File: src/hw/rtl/klex_pkg.sv
`timescale 1ns / 1ps
// ----------------------------------------------------------------------------
// klex_pkg: shared types, constants and lookup functions of the keyword lexer
// Holds the keyword table, the symbol decoder and the step record that
// travels from the classifier to the token emitter.
// ----------------------------------------------------------------------------
package klex_pkg;

  localparam int MAX_WORD_LENGTH = 255;
  localparam int WCNT_W          = $clog2(MAX_WORD_LENGTH + 1);
  localparam int KW_ENTRIES      = 37;
  localparam int KW_CHARS        = 13;
  localparam int KW_LEN_W        = $clog2(KW_CHARS + 1);
  localparam int MASK_W          = 37;
  localparam int LEN_W           = 8;
  localparam int POS_W           = 32;
  localparam int CHAR_W          = 8;
  localparam int QDEPTH          = 4;
  localparam int QPTR_W          = $clog2(QDEPTH);
  localparam int QCNT_W          = $clog2(QDEPTH + 1);

  typedef logic [MASK_W-1:0] kw_mask_t;

  localparam kw_mask_t KW_ALL = {MASK_W{1'b1}};

  // String literals are right aligned: the first character of an entry of
  // length L sits at bits [8*L-1 -: 8].
  localparam logic [8*KW_CHARS-1:0] KW_TEXT [KW_ENTRIES] = '{
    "template", "class", "typename", "namespace", "class", "struct", "enum",
    "friend", "virtual", "override", "explicit", "const", "volatile",
    "mutable", "public", "protected", "private", "auto", "register",
    "static", "extern", {"thread", "_local"}, "void", "bool", "char", "wchar_t",
    {"char", "16_t"}, {"char", "32_t"}, "short", "long", "int", "float", "double",
    "signed", "unsigned", "short", "long"
  };

  localparam logic [KW_LEN_W-1:0] KW_LEN [KW_ENTRIES] = '{
    4'd8, 4'd5, 4'd8, 4'd9, 4'd5, 4'd6, 4'd4,
    4'd6, 4'd7, 4'd8, 4'd8, 4'd5, 4'd8,
    4'd7, 4'd6, 4'd9, 4'd7, 4'd4, 4'd8,
    4'd6, 4'd6, 4'd12, 4'd4, 4'd4, 4'd4, 4'd7,
    4'd8, 4'd8, 4'd5, 4'd4, 4'd3, 4'd5, 4'd6,
    4'd6, 4'd8, 4'd5, 4'd4
  };

  localparam logic [CHAR_W-1:0] CH_NUL   = 8'h00;
  localparam logic [CHAR_W-1:0] CH_NL    = 8'h0A;
  localparam logic [CHAR_W-1:0] CH_SPACE = 8'h20;

  typedef enum logic [1:0] {
    KIND_WORD    = 2'd0,
    KIND_KEYWORD = 2'd1,
    KIND_SYMBOL  = 2'd2
  } token_kind_t;

  typedef enum logic [3:0] {
    SYM_ASSIGN = 4'd0,
    SYM_STAR   = 4'd1,
    SYM_AMP    = 4'd2,
    SYM_COLON  = 4'd3,
    SYM_SEMI   = 4'd4,
    SYM_LPAREN = 4'd5,
    SYM_RPAREN = 4'd6,
    SYM_LBRACK = 4'd7,
    SYM_RBRACK = 4'd8,
    SYM_LBRACE = 4'd9,
    SYM_RBRACE = 4'd10,
    SYM_LT     = 4'd11,
    SYM_GT     = 4'd12
  } sym_code_t;

  typedef struct packed {
    logic      hit;
    sym_code_t code;
  } sym_hit_t;

  // One accepted character that produces output: a finished word, a symbol,
  // or both (word first).
  typedef struct packed {
    logic              has_word;
    kw_mask_t          word_mask;
    logic [LEN_W-1:0]  word_len;
    logic [POS_W-1:0]  word_start;
    logic              has_sym;
    sym_code_t         sym_code;
    logic [CHAR_W-1:0] sym_char;
    logic [POS_W-1:0]  sym_pos;
  } tok_step_t;

  typedef struct packed {
    logic full;
    logic empty;
  } q_status_t;

  function automatic sym_hit_t sym_lookup(input logic [CHAR_W-1:0] c);
    sym_hit_t r;
    r.hit  = 1'b1;
    r.code = SYM_ASSIGN;
    unique case (c)
      "=":     r.code = SYM_ASSIGN;
      "*":     r.code = SYM_STAR;
      "&":     r.code = SYM_AMP;
      ":":     r.code = SYM_COLON;
      ";":     r.code = SYM_SEMI;
      "(":     r.code = SYM_LPAREN;
      ")":     r.code = SYM_RPAREN;
      "[":     r.code = SYM_LBRACK;
      "]":     r.code = SYM_RBRACK;
      "{":     r.code = SYM_LBRACE;
      "}":     r.code = SYM_RBRACE;
      "<":     r.code = SYM_LT;
      ">":     r.code = SYM_GT;
      default: r.hit  = 1'b0;
    endcase
    return r;
  endfunction

  // True when keyword i has character c at offset n.
  function automatic logic kw_keep(input int unsigned i, input logic [WCNT_W-1:0] n,
                                   input logic [CHAR_W-1:0] c);
    logic [8*KW_CHARS-1:0] text;
    int unsigned           len;
    int unsigned           sh;
    text = KW_TEXT[i];
    len  = 32'(KW_LEN[i]);
    sh   = 0;
    if (32'(n) < len) begin
      sh = (len - 1 - 32'(n)) * 8;
      return text[sh +: 8] == c;
    end
    return 1'b0;
  endfunction

endpackage

File: src/hw/rtl/klex_front.sv
`timescale 1ns / 1ps
// ----------------------------------------------------------------------------
// klex_front: character classifier and keyword narrowing
// Takes one character per cycle while the queue has room, tracks the pending
// word and pushes a step record for each word end and each symbol.
// ----------------------------------------------------------------------------
module klex_front (
  input  logic                          clk,
  input  logic                          rst,
  input  logic [klex_pkg::CHAR_W-1:0]   ch,
  input  logic                          ch_valid,
  output logic                          ch_stall,
  input  klex_pkg::q_status_t           q_status,
  output logic                          push,
  output klex_pkg::tok_step_t           push_step
);

  logic [klex_pkg::WCNT_W-1:0] word_count;
  logic [klex_pkg::WCNT_W-1:0] word_count_next;
  klex_pkg::kw_mask_t          cand;
  klex_pkg::kw_mask_t          cand_next;
  klex_pkg::kw_mask_t          keep;
  klex_pkg::kw_mask_t          len_hit;
  logic [klex_pkg::POS_W-1:0]  char_pos;
  logic [klex_pkg::POS_W-1:0]  word_start;
  klex_pkg::sym_hit_t          sym;
  logic                        sep;
  logic                        accept;

  assign ch_stall = q_status.full;
  assign accept   = ch_valid && !q_status.full;

  always_comb begin
    sym = klex_pkg::sym_lookup(ch);
    sep = sym.hit || ch == klex_pkg::CH_NUL || ch == klex_pkg::CH_NL ||
          ch == klex_pkg::CH_SPACE;
    for (int unsigned i = 0; i < klex_pkg::KW_ENTRIES; i++) begin
      keep[i]    = klex_pkg::kw_keep(i, word_count, ch);
      len_hit[i] = klex_pkg::WCNT_W'(klex_pkg::KW_LEN[i]) == word_count;
    end
  end

  always_comb begin
    push_step.has_word   = sep && word_count != '0;
    push_step.word_mask  = cand & len_hit;
    push_step.word_len   = klex_pkg::LEN_W'(word_count);
    push_step.word_start = word_start;
    push_step.has_sym    = sym.hit;
    push_step.sym_code   = sym.code;
    push_step.sym_char   = ch;
    push_step.sym_pos    = char_pos;
  end

  assign push = accept && (push_step.has_word || push_step.has_sym);

  always_comb begin
    word_count_next = word_count;
    cand_next       = cand;
    if (sep) begin
      word_count_next = '0;
      cand_next       = klex_pkg::KW_ALL;
    end else begin
      cand_next = cand & keep;
      if (32'(word_count) < klex_pkg::MAX_WORD_LENGTH) begin
        word_count_next = word_count + 1'b1;
      end
    end
  end

  always_ff @(posedge clk) begin
    if (rst) begin
      word_count <= '0;
      cand       <= klex_pkg::KW_ALL;
      char_pos   <= '0;
      word_start <= '0;
    end else if (accept) begin
      word_count <= word_count_next;
      cand       <= cand_next;
      char_pos   <= char_pos + 1'b1;
      if (!sep && word_count == '0) begin
        word_start <= char_pos;
      end
    end
  end

endmodule

File: src/hw/rtl/klex_queue.sv
`timescale 1ns / 1ps
// ----------------------------------------------------------------------------
// klex_queue: step record queue
// Small first-in first-out buffer between classifier and token emitter.
// ----------------------------------------------------------------------------
module klex_queue (
  input  logic                 clk,
  input  logic                 rst,
  input  logic                 push,
  input  klex_pkg::tok_step_t  push_step,
  input  logic                 pop,
  output klex_pkg::tok_step_t  head,
  output klex_pkg::q_status_t  q_status
);

  klex_pkg::tok_step_t          slots [klex_pkg::QDEPTH];
  logic [klex_pkg::QPTR_W-1:0]  wr_ptr;
  logic [klex_pkg::QPTR_W-1:0]  rd_ptr;
  logic [klex_pkg::QCNT_W-1:0]  fill;

  assign head           = slots[rd_ptr];
  assign q_status.full  = fill == klex_pkg::QCNT_W'(klex_pkg::QDEPTH);
  assign q_status.empty = fill == '0;

  always_ff @(posedge clk) begin
    if (push) begin
      slots[wr_ptr] <= push_step;
    end
  end

  always_ff @(posedge clk) begin
    if (rst) begin
      wr_ptr <= '0;
      rd_ptr <= '0;
      fill   <= '0;
    end else begin
      if (push) begin
        wr_ptr <= wr_ptr + 1'b1;
      end
      if (pop) begin
        rd_ptr <= rd_ptr + 1'b1;
      end
      unique case ({push, pop})
        2'b10:   fill <= fill + 1'b1;
        2'b01:   fill <= fill - 1'b1;
        default: fill <= fill;
      endcase
    end
  end

endmodule

File: src/hw/rtl/klex_back.sv
`timescale 1ns / 1ps
// ----------------------------------------------------------------------------
// klex_back: token emitter
// Holds one step record in an output register and hands out its word token,
// its symbol token, or both with the word first.
// ----------------------------------------------------------------------------
module klex_back (
  input  logic                         clk,
  input  logic                         rst,
  input  klex_pkg::q_status_t          q_status,
  input  klex_pkg::tok_step_t          head,
  output logic                         pop,
  output logic                         tok_valid,
  input  logic                         tok_stall,
  output logic [1:0]                   token_kind,
  output logic [klex_pkg::MASK_W-1:0]  keyword_mask,
  output logic [3:0]                   symbol_code,
  output logic [klex_pkg::CHAR_W-1:0]  symbol_char,
  output logic [klex_pkg::LEN_W-1:0]   word_length,
  output logic [klex_pkg::POS_W-1:0]   start_position,
  output logic                         last
);

  klex_pkg::tok_step_t cur;
  logic                cur_valid;
  logic                xfer;
  logic                split;
  logic                finish;

  assign tok_valid = cur_valid;
  assign xfer      = cur_valid && !tok_stall;
  // Word and symbol from the same character: the word goes out first.
  assign split     = cur.has_word && cur.has_sym;
  assign finish    = xfer && !split;
  assign pop       = (!cur_valid || finish) && !q_status.empty;

  always_ff @(posedge clk) begin
    if (rst) begin
      cur_valid <= 1'b0;
    end else if (pop) begin
      cur_valid <= 1'b1;
    end else if (finish) begin
      cur_valid <= 1'b0;
    end
  end

  always_ff @(posedge clk) begin
    if (pop) begin
      cur <= head;
    end else if (xfer && split) begin
      cur.has_word <= 1'b0;
    end
  end

  always_comb begin
    if (cur.has_word) begin
      token_kind     = (cur.word_mask != '0) ? klex_pkg::KIND_KEYWORD : klex_pkg::KIND_WORD;
      keyword_mask   = cur.word_mask;
      symbol_code    = '0;
      symbol_char    = '0;
      word_length    = cur.word_len;
      start_position = cur.word_start;
      last           = !cur.has_sym;
    end else begin
      token_kind     = klex_pkg::KIND_SYMBOL;
      keyword_mask   = '0;
      symbol_code    = cur.sym_code;
      symbol_char    = cur.sym_char;
      word_length    = klex_pkg::LEN_W'(1);
      start_position = cur.sym_pos;
      last           = 1'b1;
    end
  end

endmodule

File: src/hw/rtl/keyword_lexer.sv
`timescale 1ns / 1ps
// ----------------------------------------------------------------------------
// keyword_lexer: character stream tokenizer with keyword matching
// Path: a token's record goes through a queue slot, then the output register,
//   before the token is presented; a stalled output can hold it in the queue.
// Throughput: one character per cycle; a word ended by a symbol gives two
//   tokens over two output transfers. Input stalls only on a full queue.
// Reset: synchronous; clears word state, position and queue, no clear pass.
// ----------------------------------------------------------------------------
module keyword_lexer (
  input  logic                         clk,
  input  logic                         rst,
  // character input
  input  logic [klex_pkg::CHAR_W-1:0]  ch,
  input  logic                         ch_valid,
  output logic                         ch_stall,
  // token output
  output logic                         tok_valid,
  input  logic                         tok_stall,
  output logic [1:0]                   token_kind,
  output logic [klex_pkg::MASK_W-1:0]  keyword_mask,
  output logic [3:0]                   symbol_code,
  output logic [klex_pkg::CHAR_W-1:0]  symbol_char,
  output logic [klex_pkg::LEN_W-1:0]   word_length,
  output logic [klex_pkg::POS_W-1:0]   start_position,
  output logic                         last
);

  // Step records move from the classifier through a short queue, so a
  // stalled consumer does not stop the character stream until it fills.
  klex_pkg::q_status_t q_status;
  klex_pkg::tok_step_t push_step;
  klex_pkg::tok_step_t head;
  logic                push;
  logic                pop;

  // Front: classify each character, narrow the keyword candidates, and
  // push a record whenever a word ends or a symbol arrives.
  klex_front u_front (
    .clk       (clk),
    .rst       (rst),
    .ch        (ch),
    .ch_valid  (ch_valid),
    .ch_stall  (ch_stall),
    .q_status  (q_status),
    .push      (push),
    .push_step (push_step)
  );

  // Queue: decouples the two sides.
  klex_queue u_queue (
    .clk       (clk),
    .rst       (rst),
    .push      (push),
    .push_step (push_step),
    .pop       (pop),
    .head      (head),
    .q_status  (q_status)
  );

  // Back: unpack each record into one or two token transfers, word first.
  klex_back u_back (
    .clk            (clk),
    .rst            (rst),
    .q_status       (q_status),
    .head           (head),
    .pop            (pop),
    .tok_valid      (tok_valid),
    .tok_stall      (tok_stall),
    .token_kind     (token_kind),
    .keyword_mask   (keyword_mask),
    .symbol_code    (symbol_code),
    .symbol_char    (symbol_char),
    .word_length    (word_length),
    .start_position (start_position),
    .last           (last)
  );

endmodule
File: config.mk
export PLATFORM = sky130hd
export DESIGN_NAME = keyword_lexer
export DESIGN_NICKNAME = d
export VERILOG_FILES = /design/src/hw/rtl/klex_pkg.sv /design/src/hw/rtl/klex_front.sv /design/src/hw/rtl/klex_queue.sv /design/src/hw/rtl/klex_back.sv /design/src/hw/rtl/keyword_lexer.sv
export SDC_FILE = /design/constraint.sdc
export NUM_CORES = 1
export LEC_CHECK = 0
export BUFFER_PORTS_ARGS = -buffer_cell sky130_fd_sc_hd__buf_4
export CAP_MARGIN = 20
export CORE_MARGIN = 3
export CORE_UTILIZATION = 45
export DETAILED_ROUTE_END_ITERATION = 8
export GPL_ROUTABILITY_DRIVEN = 0
export SLEW_MARGIN = 25
export SYNTH_ARGS = -nofsm -noshare
export SYNTH_HDL_FRONTEND = slang
export SYNTH_HIERARCHICAL = 1
export SYNTH_SLANG_ARGS = --single-unit
File: constraint.sdc
create_clock -name clk -period 22 [get_ports clk]
set_input_delay 4.4 -clock clk [delete_from_list [all_inputs] [get_ports clk]]
set_output_delay 4.4 -clock clk [all_outputs]
set_load 0.1 [all_outputs]
## After elaboration in Yosys (flattened, before gate mapping)

Memories as Yosys holds them, arrays and structs flattened. A register that Yosys moved wholly into a read port is not among the register bits.
Cells that the tools add are included.

| word-level totals | value |
|---|---|
| flip-flop bits (word level) | 240 |
| RAM bits | 492 |
| input port bits | 12 |
| output and inout bits | 94 |
| memories | 1 |

| operators by class | value |
|---|---|
| add/sub/neg operators | 14 |
| magnitude comparators | 9 |
| equality and inequality tests | 60 |
| shifts and indexed selects | 34 |
| mux-type cells | 98 |
| bitwise logic cells | 2 |
| reductions and logical operators | 33 |

Memories:

| memory | words | bits a word | rd ports | clocked after Yosys merged registers in | write ports | line | text |
|---|---|---|---|---|---|---|---|
| u_queue.slots | 4 | 123 | 1 | 1 | 1 | klex_queue.sv:16 | `klex_pkg::tok_step_t slots [klex_pkg::QDEPTH];` |

Operator list:

| kind | count |
|---|---|
| $shiftx 104x33->8 const A | 34 |
| $eq 8x8->1 | 34 |
| $mux 1 | 85 |
| $eq 8x6->1 const B | 10 |
| $and 37x37->37 | 2 |
| $mux 37 | 2 |
| $pmux 4 s12 | 1 |
| $reduce_bool 37->1 | 1 |
| $sub 3x8->9 const A | 4 |
| $add 32x1->32 const B | 1 |
| $eq 3x8->1 const A | 4 |
| $eq 8x7->1 const B | 4 |
| $lt 8x3->1 const B | 4 |
| $mux 32 | 1 |
| $mux 8 | 4 |
| $eq 4x8->1 const A | 3 |
| $lt 8x4->1 const B | 3 |
| $sub 2x8->9 const A | 2 |
| $sub 4x8->9 const A | 2 |
| $logic_not 8->1 | 2 |
| $reduce_or 13->1 | 1 |
| $logic_and 1x1->1 | 9 |
| $add 8x1->8 const B | 1 |
| $eq 2x8->1 const A | 1 |
| other kinds (18) | 35 |

## Logic depth before layout (Yosys ltp)

Gate-level depths: netlist (run 1).

| depth | value |
|---|---|
| depth after elaboration | 11 |
| mapped depth | 16 |
| depth with buffers taken out | 13 |

## Hierarchy

Netlist (run 1), hierarchy kept.

Modules (own cells, without submodules):

| module | times used | cells an instance | area an instance (µm²) | sequential area each (µm²) |
|---|---|---|---|---|
| klex_queue | 1 | 690 | 18172.4 | 14954.3 |
| klex_front | 1 | 1434 | 9924.5 | 2182.1 |
| klex_back | 1 | 246 | 4677.0 | 3713.6 |

## Worst setup path after synthesis (run 1)

Ideal clock, no wire load.

| timing path | value |
|---|---|
| kind | input port to flip-flop |
| from | in tok_stall |
| to | reg u_queue/fill[2] in the netlist's numbering |
| setup time | 0.070 ns |
| arrival time | 12.539 ns |
| data required time | 21.930 ns |
| path slack | 9.391 ns |
| stages | 8 |
| path buffers | 0 |
| cells stage by stage | a21o_1 a21oi_1 ha_1 inv_1 fa_1 xor2_1 or3_1 a21oi_1 |

| on the way | value |
|---|---|
| longest elaborated chain between the ends | 7 |
| elaborated cells between the ends (all ways) | 9 |
| classes of those cells | 2 x eq/ne; 1 x mux; 6 x reduce/logical |

Ends and longest elaborated chain:

| element | line | text |
|---|---|---|
| from (decl) | keyword_lexer.sv:19 | `input logic tok_stall,` |
| $logic_not 1->1 * | klex_back.sv:31 | `assign xfer = cur_valid && !tok_stall;` |
| $logic_and 1x1->1 * | klex_back.sv:31 |  |
| $logic_and 1x1->1 * | klex_back.sv:34 | `assign finish = xfer && !split;` |
| $logic_or 1x1->1 * | klex_back.sv:35 | `assign pop = (!cur_valid \|\| finish) && !q_status.empty;` |
| $logic_and 1x1->1 * | klex_back.sv:35 |  |
| named net pop | keyword_lexer.sv:35 | `logic pop;` |
| $eq 2x1->1 or $eq 2x2->1 (tied branches) | klex_queue.sv:43 | `unique case ({push, pop})` |
| $pmux 3 s2 or $reduce_bool 2->1 (tied branches) | -- |  |
| to (signal assigned) | klex_queue.sv:44 | `2'b10: fill <= fill + 1'b1;` |
| to (signal assigned) | klex_queue.sv:45 | `2'b01: fill <= fill - 1'b1;` |
| to (signal assigned) | klex_queue.sv:46 | `default: fill <= fill;` |
| to (decl) | klex_queue.sv:19 | `logic [klex_pkg::QCNT_W-1:0] fill;` |

Mark *: on every way through the listed nets, which the timed path passes. The rest lies on a longest branch.
A chain may end at the register's enable or synchronous reset.

==> summary.txt, run 1 <==
post-synthesis sequential area ratio: 63.62%
Internal Power: 0.002814 W
total congestion overflow: 0
I/O pins: 106
MaxCap Viol Count: 0
fmax: 105.4 MHz
Antenna Nets Post-Route: 0
DRC errors left: 0
Skew-Pair Late Insertion Delay: 0.62 ns
pwr dens: 125.7 nW/um2
final core utilization: 50.99%
Synth Register Bits: 734
drt initial violations: 2,502
Sequential Power Share: 38.5%
first-pass GRT wire length: 123,700 um
drt via density: 6.007
CP startpoint kind: primary input
P_leak: 12.25 nW
post-cts gate resize count: 0
largest net degree at the start of global routing: 126
HP Class: reg2reg
Sw Pwr: 0.001793 W
Routed Wire Length: 81,330 um
Post-synth ARST share: 0%
Reg clk slew, reported paths: 0.06 ns
Max Slew Vio Count: 0
final worst-path setup slack: 12.51 ns
Post-synth EDFFs: 615
final hold vios: 0
Clock Tree Root: clkbuf_16
initial core utilization: 45.61%
Primary FF master, synth: edfxtp_1
gr usage total: 21.30%
status: complete, no violations
Final Critical Period: 9.487 ns
Sink Count: 734
final setup fails: 0
row count: 98
H-tree Lvls: 3
Synth Area per Inst: 13.83 um2
unrepaired setup endpoints after global routing: no
Worst Setup SP: ch[4]
reg2reg start: u_front/word_count[2]$_SDFFE_PP0P_
worst relative slew slack: 24.98%
DPL Wire Length: 50,440 um
Die Width: 275.9 um
Worst Max-Slew Pin Slew: 1.122 ns
Crit path arrival time: 9.71 ns
final hold slack: 0.4692 ns
Syn Inst Count: 2,370
WL per Instance: 23.77 um
Port-buffer cells: 105
maximum vdd drop: 197.1 uV
clk_skew: 0.03099 ns
vias in the first global route: 19,885
Tcrit/Tclk final: 43.12%
final net count: 2,444
initial antenna violation count: 3
Setup Crit Path Kind: in2reg
post-place setup slack: 12.08 ns
Vias: 20,556
Comb power frac: 34.9%
Mapped Area: 32,770 um2
P&R area growth vs syn: 11.79%
synth warn: 6
critical path peak fanout: 56
core area: 71,850 um2
Switching Fraction: 38.92%
Yosys cell types: 96
Final Power: 0.004607 W
CTS tree: yes
# Post-CTS Setup Buffers: 0
drt first pass iters: 8
reg-to-reg slack, setup: 17.17 ns
cts hold-fix bufs: 0
CTS Buf Count: 76
ANT cells: 0
Syn Nets: 2,405
Worst Path Required: 22.23 ns
share of layout cells above drive strength 1: 18.24%
Fin Setup TNS: 0 ns
hold_sp: u_front/cand[36]$_SDFFE_PP1P_
clk buf depth: 3
die height: 275.9 um
Die Area: 76,100 um2
clock power share: 26.6%
CP Capture Type: flip-flop
-- metrics by stage --
stage | area (um2) | instances
5_1_grt | 36640 | 3422
6_report | 36640 | 3422
4_1_cts | 36590 | 3421
3_3_place_gp | 34210 | 3280
3_5_place_dp | 34210 | 3280
2_1_floorplan | 32770 | 2370
-- registers in the layout (all words and copies together) (netlist names), named ones only --
register / cells
u_queue/slots: 492
u_back/cur: 123
u_back/tok_valid: 1
u_front/cand: 37
u_front/word_start: 32
u_queue/wr_ptr: 2
u_queue/fill: 3
u_front/word_count: 8
u_front/char_pos: 32
u_queue/rd_ptr: 2
-- synth_stat cells, types with 7 or more instances --
master     instances  area share (%)
o21ai_1           10            0.15
a22oi_1           13            0.30
a211oi_1          10            0.23
o2111ai_1         12            0.32
and3_1            16            0.31
a21oi_1          127             1.9
nand3_1           55            0.84
nor2_1           130             1.5
buf_4             12            0.27
dfxtp_1          119             7.3
a32oi_1           10            0.27
nand2_1          184             2.1
o21ai_0           83             1.3
ha_1              22            0.84
mux2_4             9            0.41
nand4_1           26            0.50
or3_1             27            0.52
a221o_1            7            0.21
o31a_1            10            0.27
buf_6             12            0.41
mux2_2            26            0.89
and2_1            83             1.6
o21a_1             7            0.16
edfxtp_1         615              56
nor3_1            40            0.61
nor2b_1           26            0.50
o32ai_1           10            0.27
o211ai_1          10            0.23
clkbuf_1          87             1.0
a21o_1             7            0.16
o22ai_1           16            0.31
xnor2_1           60             1.6
buf_1             25            0.29
inv_1             35            0.40
o31ai_1           16            0.37
buf_2             46            0.70
xor2_1            34            0.91
nand2b_1          22            0.42
a31oi_1           24            0.46
mux2i_1           17            0.52
mux4_2           123             8.5
nor4_1            22            0.42
and4_1            11            0.29
-- power by group through the flow --
stage	Sequential, W	Clock, W	Combinational, W
finish	0.00177	0.00123	0.00161
global route	0.00179	0.00131	0.00168
CTS	0.00178	0.00126	0.00161
detailed placement	0.00181	0	0.00161
global placement	0.00181	0	0.00160
floorplan	0.00180	0	0.00129
-- worst paths after layout --
check	end	cells past startpoint
setup / recovery	u_queue/slots[0][29]$_DFFE_PP_	10
hold / removal	u_front/cand[36]$_SDFFE_PP1P_	2
setup reg to reg	u_queue/slots[0][29]$_DFFE_PP_	9
hold reg to reg	u_front/cand[36]$_SDFFE_PP1P_	2
-- kinds of logic after synthesis --
group	Yosys count	share of synthesized area [%]
AOI/OAI and AO/OA	430	8.536
xor gates and xnor gates	94	2.512
buffers and inverters	223	3.188
DFF	734	63.62
muxes	176	10.31
adders and majority gates	23	0.9010
and+or+nand+nor	690	10.93
-- worst max-delay path, cell delays in order --
cell and delay [ns]:
buf_4 0.51, clkinv_1 0.81, or3_1 0.58, a21oi_1 0.38, or3_1 0.32, a21oi_1 0.08
nor2_1 0.46, and2_4 0.64, buf_4 0.63, buf_4 0.71
-- metal layers --
layer	part of all wire (%)	global-route usage [%]	vias to the layer above
li1	-	-	9197
met1	42	29.28	10279
met2	48	33.99	878
met3	6.8	3.781	198
met4	3.7	8.114	4
met5	0.033	0	-
-- final cells by class --
class / count / area, um2
Fill cell: 6076 / 35220
Sequential cell: 734 / 20860
Multi-Input combinational cell: 1413 / 10920
Clock buffer: 100 / 2033
Tap cell: 950 / 1189
Timing Repair Buffer: 147 / 1140
Clock inverter: 41 / 349.1
Inverter: 37 / 138.9
-- cells in the final DEF (no fill, tap or decap), types with 10 or more instances in the layout --
master,n
a211oi_1,10
a21oi_1,126
a22oi_1,13
a31oi_1,24
a32oi_1,10
and2_1,79
and3_1,16
and4_1,11
buf_4,144
clkbuf_1,21
clkbuf_16,77
clkinv_1,14
clkinv_2,13
dfxtp_1,114
edfxtp_1,615
ha_1,22
inv_1,35
mux2_2,26
mux2i_1,17
mux4_2,123
nand2_1,184
nand2b_1,22
nand3_1,55
nand4_1,26
nor2_1,130
nor2b_1,26
nor3_1,38
nor4_1,21
o2111ai_1,12
o211ai_1,10
o21ai_0,83
o21ai_1,10
o22ai_1,16
o31a_1,10
o31ai_1,16
o32ai_1,10
or3_1,27
xnor2_1,60
xor2_1,34
Power figures use the tool's default switching activity.
==> run 2: changes to the inputs <==
clock period = 9.5 ns   (was 22 ns; I/O delays follow)
==> run 2 against run 1 <==
  * Clock skew decreased by 0.0040 ns
  * Sequential power rose by 130%
  * Critical path type unchanged
  * Sequential cell count unchanged
  * Hold slack worse by 0.0097 ns
  * Combinational power increased by 130%
  * Via count barely moved
  * Count of clock-buffer cells in the layout increased by 11
  * Worst setup slack got worse by 9.3 ns
  * Core utilization is 0.18 points higher
==> summary.txt, run 2 (synthesis gave the netlist of run 1 again) <==
Buf+Inv Stages, Crit Path: 3 (was 4)
Comb power frac: 34.7% (was 34.9%)
cts hold-fix bufs: 0 (unchanged)
WL per Instance: 23.51 um (was 23.77 um)
maximum vdd drop: 355.9 uV (was 197.1 uV)
final setup fails: 0 (unchanged)
CTS Buf Count: 75 (was 76)
clk_skew: 0.02701 ns (was 0.03099 ns)
most frequent cells in the layout: 615 x edfxtp_1, 184 x nand2_1, 138 x buf_4 (was 615 x edfxtp_1, 184 x nand2_1, 144 x buf_4)
biggest registers after layout: u_queue/slots: 492 flops, u_back/cur: 123 flops, u_front/cand: 37 flops (unchanged)
H-tree Lvls: 3 (unchanged)
initial core utilization: 45.61% (unchanged)
Final Instance Area: 36,760 um2 (was 36,640 um2)
share of layout cells above drive strength 1: 18.24% (about the same)
first-pass GRT wire length: 121,900 um (was 123,700 um)
drt first pass iters: 6 (was 8)
CP max stage delay: 0.87 ns (was 0.81 ns)
Clock Tree Root: clkbuf_16 (unchanged)
Setup Crit Path Kind: in2reg (unchanged)
Sw Pwr: 0.004132 W (was 0.001793 W)
Placed Area: 34,190 um2 (was 34,210 um2)
row count: 98 (unchanged)
ANT cells: 0 (unchanged)
gr usage total: 21.00% (was 21.30%)
Final Critical Period: 6.292 ns
Internal Power: 0.006606 W (was 0.002814 W)
vias in the first global route: 19,883 (was 19,885)
I/O pins: 106 (unchanged)
clock power share: 27.1% (was 26.6%)
final net count: 2,439 (was 2,444)
Routed Wire Length: 80,330 um (was 81,330 um)
pwr dens: 292.1 nW/um2 (was 125.7 nW/um2)
Skew-Pair Late Insertion Delay: 0.61 ns (was 0.62 ns)
drt via density: 6.011 (was 6.007)
die height: 275.9 um (unchanged)
Cell Chain, Critical Path: buf_4 -> clkinv_1 -> or3_1 -> a21oi_1 -> or3_1 -> a21oi_1 -> nor2_1 -> and2_4 -> buf_4 (was buf_4 -> clkinv_1 -> or3_1 -> a21oi_1 -> or3_1 -> a21oi_1 -> nor2_1 -> and2_4 -> buf_4 -> buf_4)
DRC errors left: 0 (unchanged)
CTS tree: yes (unchanged)
post-cts gate resize count: 0 (unchanged)
final hold vios: 0 (unchanged)
# Post-CTS Setup Buffers: 0 (unchanged)
core area: 71,850 um2 (unchanged)
worst relative slew slack: 24.63% (was 24.98%)
clk buf depth: 3 (unchanged)
Vias: 20,540 (was 20,556)
Die Width: 275.9 um (unchanged)
status: complete, no violations (unchanged)
Max Slew Vio Count: 0 (unchanged)
CP Capture Type: flip-flop (unchanged)
Die Area: 76,100 um2 (unchanged)
drt initial violations: 1,993 (was 2,502)
Antenna Nets Post-Route: 0 (unchanged)
initial antenna violation count: 2 (was 3)
commonest non-fill, non-tap cell in the layout: edfxtp_1 (unchanged)
critical path peak fanout: 62 (was 56)
Port-buffer cells: 105 (unchanged)
Tcrit/Tclk final: 66.23%
Crit path arrival time: 6.53 ns (was 9.71 ns)
fillers: 6,060 (was 6,076)
Reg clk slew, reported paths: 0.06 ns (about the same)
P&R area growth vs syn: 12.17% (was 11.79%)
Layout Cells excl Fill: 3,417 (was 3,422)
CP startpoint kind: primary input (unchanged)
total congestion overflow: 0 (unchanged)
unrepaired setup endpoints after global routing: no (unchanged)
Most flops, register: u_queue/slots (unchanged)
Sink Count: 734 (unchanged)
Sequential Power Share: 38.2% (was 38.5%)
DPL Wire Length: 49,270 um (was 50,440 um)
Switching Fraction: 38.48% (was 38.92%)
Worst Path Required: 9.74 ns (was 22.23 ns)
CP max-delay cell: and2_4 (was clkinv_1)
HP Class: reg2reg (unchanged)
MaxCap Viol Count: 0 (unchanged)
CP delay by family, top: simple AND/OR/NAND/NOR gates (was buffers and inverters)
Worst Max-Slew Pin Slew: 1.127 ns (was 1.122 ns)
largest net degree at the start of global routing: 97 (was 126)
fmax: 158.9 MHz
Fin Setup TNS: 0 ns (unchanged)
max FFs per register: 492 (unchanged)
Cells after DPL: 3,274 (was 3,280)
P_leak: 12.32 nW (was 12.25 nW)
[run 2: area by class of cell]
cell class                 count  area [um2]  share of cell area [%]
sequential                   734       20870                   56.75
tap                          950        1189                   3.233
timing repair buffer         143        1144                   3.111
multi-input combinational   1413       10930                   29.74
clock inverter                29       361.6                  0.9836
clock buffer                 111        2133                   5.803
inverter                      37       138.9                  0.3778
[run 2: tightest hold or removal path: cells and delay by family (launching register included)]
family | cells | cell delay, ns
AO/OA/AOI/OAI | 1 | 0.06
AND/OR/NAND/NOR | 1 | 0.05
flip-flops | 1 | 0.31
[run 2: worst paths after layout]
path | start | endpoint | slack (ns) | depth (start not counted)
setup / recovery | ch[4] | u_queue/slots[2][11]$_DFFE_PP_ | 3.21 | 9
hold / removal | u_front/cand[6]$_SDFFE_PP1P_ | u_front/cand[6]$_SDFFE_PP1P_ | 0.46 | 2
setup reg to reg | u_front/word_count[3]$_SDFFE_PP0P_ | u_front/cand[23]$_SDFFE_PP1P_ | 4.89 | 9
hold reg to reg | u_front/cand[6]$_SDFFE_PP1P_ | u_front/cand[6]$_SDFFE_PP1P_ | 0.46 | 2
[run 2: through the flow]
step	setup WS (ns)	util (%)	hold slack, ns	total power [W]
finish	3.208	51.16	0.4595	0.01074
global route	2.976	51.16	0.4861	0.01117
CTS	3.318	51.05	0.4560	0.01084
detailed placement	2.670	47.58	0.4416	0.007911
global placement	2.821	47.58	0.4368	0.007884
floorplan	2.379	-	0.4179	0.007110
[run 2: power by group through the flow]
stage | registers, W | logic (W) | clock network, W
floorplan | 0.00413 | 0.00298 | 0
global placement | 0.00420 | 0.00369 | 0
detailed placement | 0.00421 | 0.00370 | 0
CTS | 0.00414 | 0.00371 | 0.00299
global route | 0.00414 | 0.00391 | 0.00312
finish | 0.00410 | 0.00373 | 0.00291
[run 2: metal layers]
layer,routed length [um],GRT usage (%),vias up
met1,33310,28.48,10257
met2,37970,33.36,883
met5,30,0,-
met4,3062,8.640,4
met3,5950,4.120,215
li1,-,-,9181
==> run 3: changes to the inputs <==
ABC_AREA = 1   (was unset)
clock period = 5.4 ns   (was 9.5 ns; I/O delays follow)
==> run 3 against run 2 <==
  * Routed wire length rose by 9.9%
  * Cell area up 2.6%
  * Global-route usage up 1.1 points
  * Clock skew decreased by 0.0019 ns
  * Sequential share of layout area is 1.5 points lower
  * Register-to-register slack lost 3.0 ns
  * Synthesized cell count grew 44%
  * Largest power group is now combinational cells
==> summary.txt, run 3 <==
drt first pass iters: 7 (was 6)
max FFs per register: 492 (unchanged)
Comb power frac: 40.2% (was 34.7%)
clock power share: 24.2% (was 27.1%)
drt initial violations: 2,380 (was 1,993)
Layout Cells excl Fill: 4,475 (was 3,417)
reg-to-reg slack, setup: 1.93 ns (was 4.89 ns)
Mapped Area: 34,030 um2 (was 32,770 um2)
Setup Crit Path Kind: reg2out (was in2reg)
CP max stage delay: 0.84 ns (was 0.87 ns)
Worst Setup SP: u_back/cur[122]$_SDFFCE_PN0P_ (was ch[4])
Clock Tree Root: clkbuf_16 (unchanged)
fillers: 6,740 (was 6,060)
area leader, netlist: edfxtp_1 (unchanged)
Sequential Power Share: 35.6% (was 38.2%)
met1 usage: 31.10% (was 28.48%)
Cell Chain, Critical Path: buf_4 -> nand2_1 -> nand2_1 -> buf_4 (was buf_4 -> clkinv_1 -> or3_1 -> a21oi_1 -> or3_1 -> a21oi_1 -> nor2_1 -> and2_4 -> buf_4)
met3 GRT Util: 2.775% (was 4.120%)
P&R area growth vs syn: 10.85% (was 12.17%)
P_leak: 15.01 nW (was 12.32 nW)
Die Width: 281.0 um (was 275.9 um)
Post-synth top cells: 757 x nand2_1, 615 x edfxtp_1, 438 x nor2_1 (was 615 x edfxtp_1, 184 x nand2_1, 130 x nor2_1)
cts hold-fix bufs: 0 (unchanged)
first-pass GRT wire length: 135,700 um (was 121,900 um)
post-synthesis sequential area ratio: 61.27% (was 63.62%)
biggest registers after layout: u_queue/slots: 492 flops, u_back/cur: 123 flops, u_front/cand: 37 flops (unchanged)
Synth Area per Inst: 9.993 um2 (was 13.83 um2)
drt via density: 5.486 (was 6.011)
final net count: 3,476 (was 2,439)
Tcrit/Tclk final: 73.42%
unrepaired setup endpoints after global routing: no (unchanged)
reg2reg start: u_front/word_count[3]$_SDFFE_PP0P_ (unchanged)
Switching Fraction: 43.48% (was 38.48%)
Placed Area: 35,320 um2 (was 34,190 um2)
Worst Setup EP: start_position[30] (was u_queue/slots[2][11]$_DFFE_PP_)
CP Capture Type: output pin (was flip-flop)
final setup fails: 0 (unchanged)
post-cts gate resize count: 0 (unchanged)
CTS Buf Count: 74 (was 75)
Routed Wire Length: 88,250 um (was 80,330 um)
vias in the first global route: 23,002 (was 19,883)
Synth Register Bits: 734 (unchanged)
I/O pins: 106 (unchanged)
CP max-delay cell: buf_4 (was and2_4)
Worst Path Required: 4.32 ns (was 9.74 ns)
Skew-Pair Late Insertion Delay: 0.62 ns (was 0.61 ns)
DRC errors left: 0 (unchanged)
count leader, synth: nand2_1 (was edfxtp_1)
Max Slew Vio Count: 0 (unchanged)
Final Critical Period: 3.964 ns
Most Crowded Layer GR: met2 (unchanged)
Post-synth EDFFs: 615 (unchanged)
WL per Instance: 19.72 um (was 23.51 um)
share of layout cells above drive strength 1: 12.25% (was 18.24%)
Port-buffer cells: 105 (unchanged)
Syn Inst Count: 3,405 (was 2,370)
pwr dens: 549.0 nW/um2 (was 292.1 nW/um2)
fmax: 252.2 MHz
Seq. cell area: 20,860 um2 (was 20,870 um2)
initial antenna violation count: 2 (unchanged)
Final Power: 0.02071 W (was 0.01074 W)
Sw Pwr: 0.009004 W (was 0.004132 W)
HP Class: reg2reg (unchanged)
clk buf depth: 3 (unchanged)
DPL Wire Length: 54,140 um (was 49,270 um)
row count: 100 (was 98)
clk_skew: 0.02511 ns (was 0.02701 ns)
Reg clk slew, reported paths: 0.06 ns (about the same)
H-tree Lvls: 3 (unchanged)
Multi-input gate area: 11,110 um2 (was 10,930 um2)
initial core utilization: 45.55% (was 45.61%)
M2 GR Usage: 35.59% (was 33.36%)
commonest non-fill, non-tap cell in the layout: nand2_1 (was edfxtp_1)
CP startpoint kind: flip-flop (was primary input)
final hold vios: 0 (unchanged)
MaxCap Viol Count: 0 (unchanged)
Most flops, register: u_queue/slots (unchanged)
reg2reg end: u_front/cand[19]$_SDFFE_PP1P_ (was u_front/cand[23]$_SDFFE_PP1P_)
Worst Max-Slew Pin Slew: 0.9717 ns (was 1.127 ns)
Antenna Nets Post-Route: 0 (unchanged)
Cells after DPL: 4,334 (was 3,274)
CTS tree: yes (unchanged)
status: complete, no violations (unchanged)
Die Area: 78,950 um2 (was 76,100 um2)
reg2reg path depth: 15 (was 9)
Yosys cell types: 59 (was 96)
critical path peak fanout: 76 (was 62)
synth warn: 6 (unchanged)
# Post-CTS Setup Buffers: 0 (unchanged)
Sink Count: 734 (unchanged)
Crit path arrival time: 2.88 ns (was 6.53 ns)
Fin Setup TNS: 0 ns (unchanged)
Vias: 24,551 (was 20,540)
Post-synth ARST share: 0% (unchanged)
Syn Nets: 3,440 (was 2,405)
Final Instance Area: 37,720 um2 (was 36,760 um2)
final core utilization: 50.50% (was 51.16%)
Internal Power: 0.01170 W (was 0.006606 W)
core area: 74,700 um2 (was 71,850 um2)
largest net degree at the start of global routing: 116 (was 97)
die height: 281.0 um (was 275.9 um)
Yosys top cell area share: 54.27% (was 56.35%)
total congestion overflow: 0 (unchanged)
most area-consuming cells after synthesis: edfxtp_1 54%, nand2_1 8.4%, dfxtp_1 7.0%, nor2_1 4.8%, o21ai_0 2.7% (was edfxtp_1 56%, mux4_2 8.5%, dfxtp_1 7.3%, nand2_1 2.1%, a21oi_1 1.9%)
most frequent cells in the layout: 757 x nand2_1, 615 x edfxtp_1, 438 x nor2_1 (was 615 x edfxtp_1, 184 x nand2_1, 138 x buf_4)
gr usage total: 22.13% (was 21.00%)
maximum vdd drop: 419.2 uV (was 355.9 uV)
worst relative slew slack: 35.22% (was 24.63%)
Primary FF master, synth: edfxtp_1 (unchanged)
==> run 3: cell types whose count changed in the layout (fill, tap and decap cells not counted), sizes merged, moves of 123 or more <==
cell   change
nand2    +586
mux4     -123
inv      +196
nor2     +369
nand3    +130
o21ai    +227
==> run 3: worst max-delay path, delay by kind of cell (launching register included) <==
family / cells / cell delay [ns]
and+or+nand+nor: 2 / 0.38
buffers and inverters: 2 / 1.17
DFF: 1 / 0.68
==> run 3: cell families (layout without fill, tap and decap cells) <==
kind of cell	count (synthesis)	count (layout)	share of synthesized area [%]
AOI/OAI and AO/OA	562	562	9.726
xor gates and xnor gates	77	77	2.004
adders and majority gates	23	23	0.8678
buffers and inverters	423	521	6.096
DFF	734	734	61.27
other	0	3	0
and+or+nand+nor	1586	1586	20.03
==> run 3: per-layer routing <==
layer	vias up	routed length (um)	share of wire, %
li1	11763	-	-
met1	11812	39490	45
met2	808	40970	46
met3	166	5146	5.8
met4	2	2624	3.0
met5	-	13	0.015
==> run 3: cell type report <==
cell class	count	share of cell area (%)
inverter	238	2.475
timing repair buffer	145	3.184
tap	969	3.214
clock buffer	102	5.460
clock inverter	36	0.8824
antenna	3	0.01990
multi-input combinational	2248	29.47
sequential	734	55.30
==> run 3: worst min-delay path by stage <==
stage                                   start                            end  slack, ns  depth (start not counted)
2_1_floorplan   u_front/cand[30]$_SDFFE_PP1P_  u_front/cand[30]$_SDFFE_PP1P_       0.41                          2
6_report       u_queue/rd_ptr[1]$_SDFFE_PP0P_                      flip-flop       0.44                          1
3_5_place_dp   u_queue/rd_ptr[1]$_SDFFE_PP0P_                      flip-flop       0.43                          1
5_1_grt          u_front/cand[8]$_SDFFE_PP1P_   u_front/cand[8]$_SDFFE_PP1P_       0.46                          2
3_3_place_gp   u_queue/rd_ptr[1]$_SDFFE_PP0P_                      flip-flop       0.42                          1
4_1_cts        u_queue/rd_ptr[1]$_SDFFE_PP0P_                      flip-flop       0.44                          1
==> run 3: power groups by stage <==
stage	Clock, W	Sequential [W]	Combinational [W]
floorplan	0	0.00741	0.00669
global placement	0	0.00749	0.00833
detailed placement	0	0.00749	0.00836
CTS	0.00512	0.00737	0.00836
global route	0.00538	0.00744	0.00889
finish	0.00502	0.00737	0.00832
==> run 3: through the flow <==
step           setup slack, ns  hold WS [ns]
2_1_floorplan           0.1076        0.4111
3_3_place_gp            0.8603        0.4194
3_5_place_dp            0.8232        0.4319
4_1_cts                  1.358        0.4430
5_1_grt                  1.154        0.4569
6_report                 1.436        0.4390
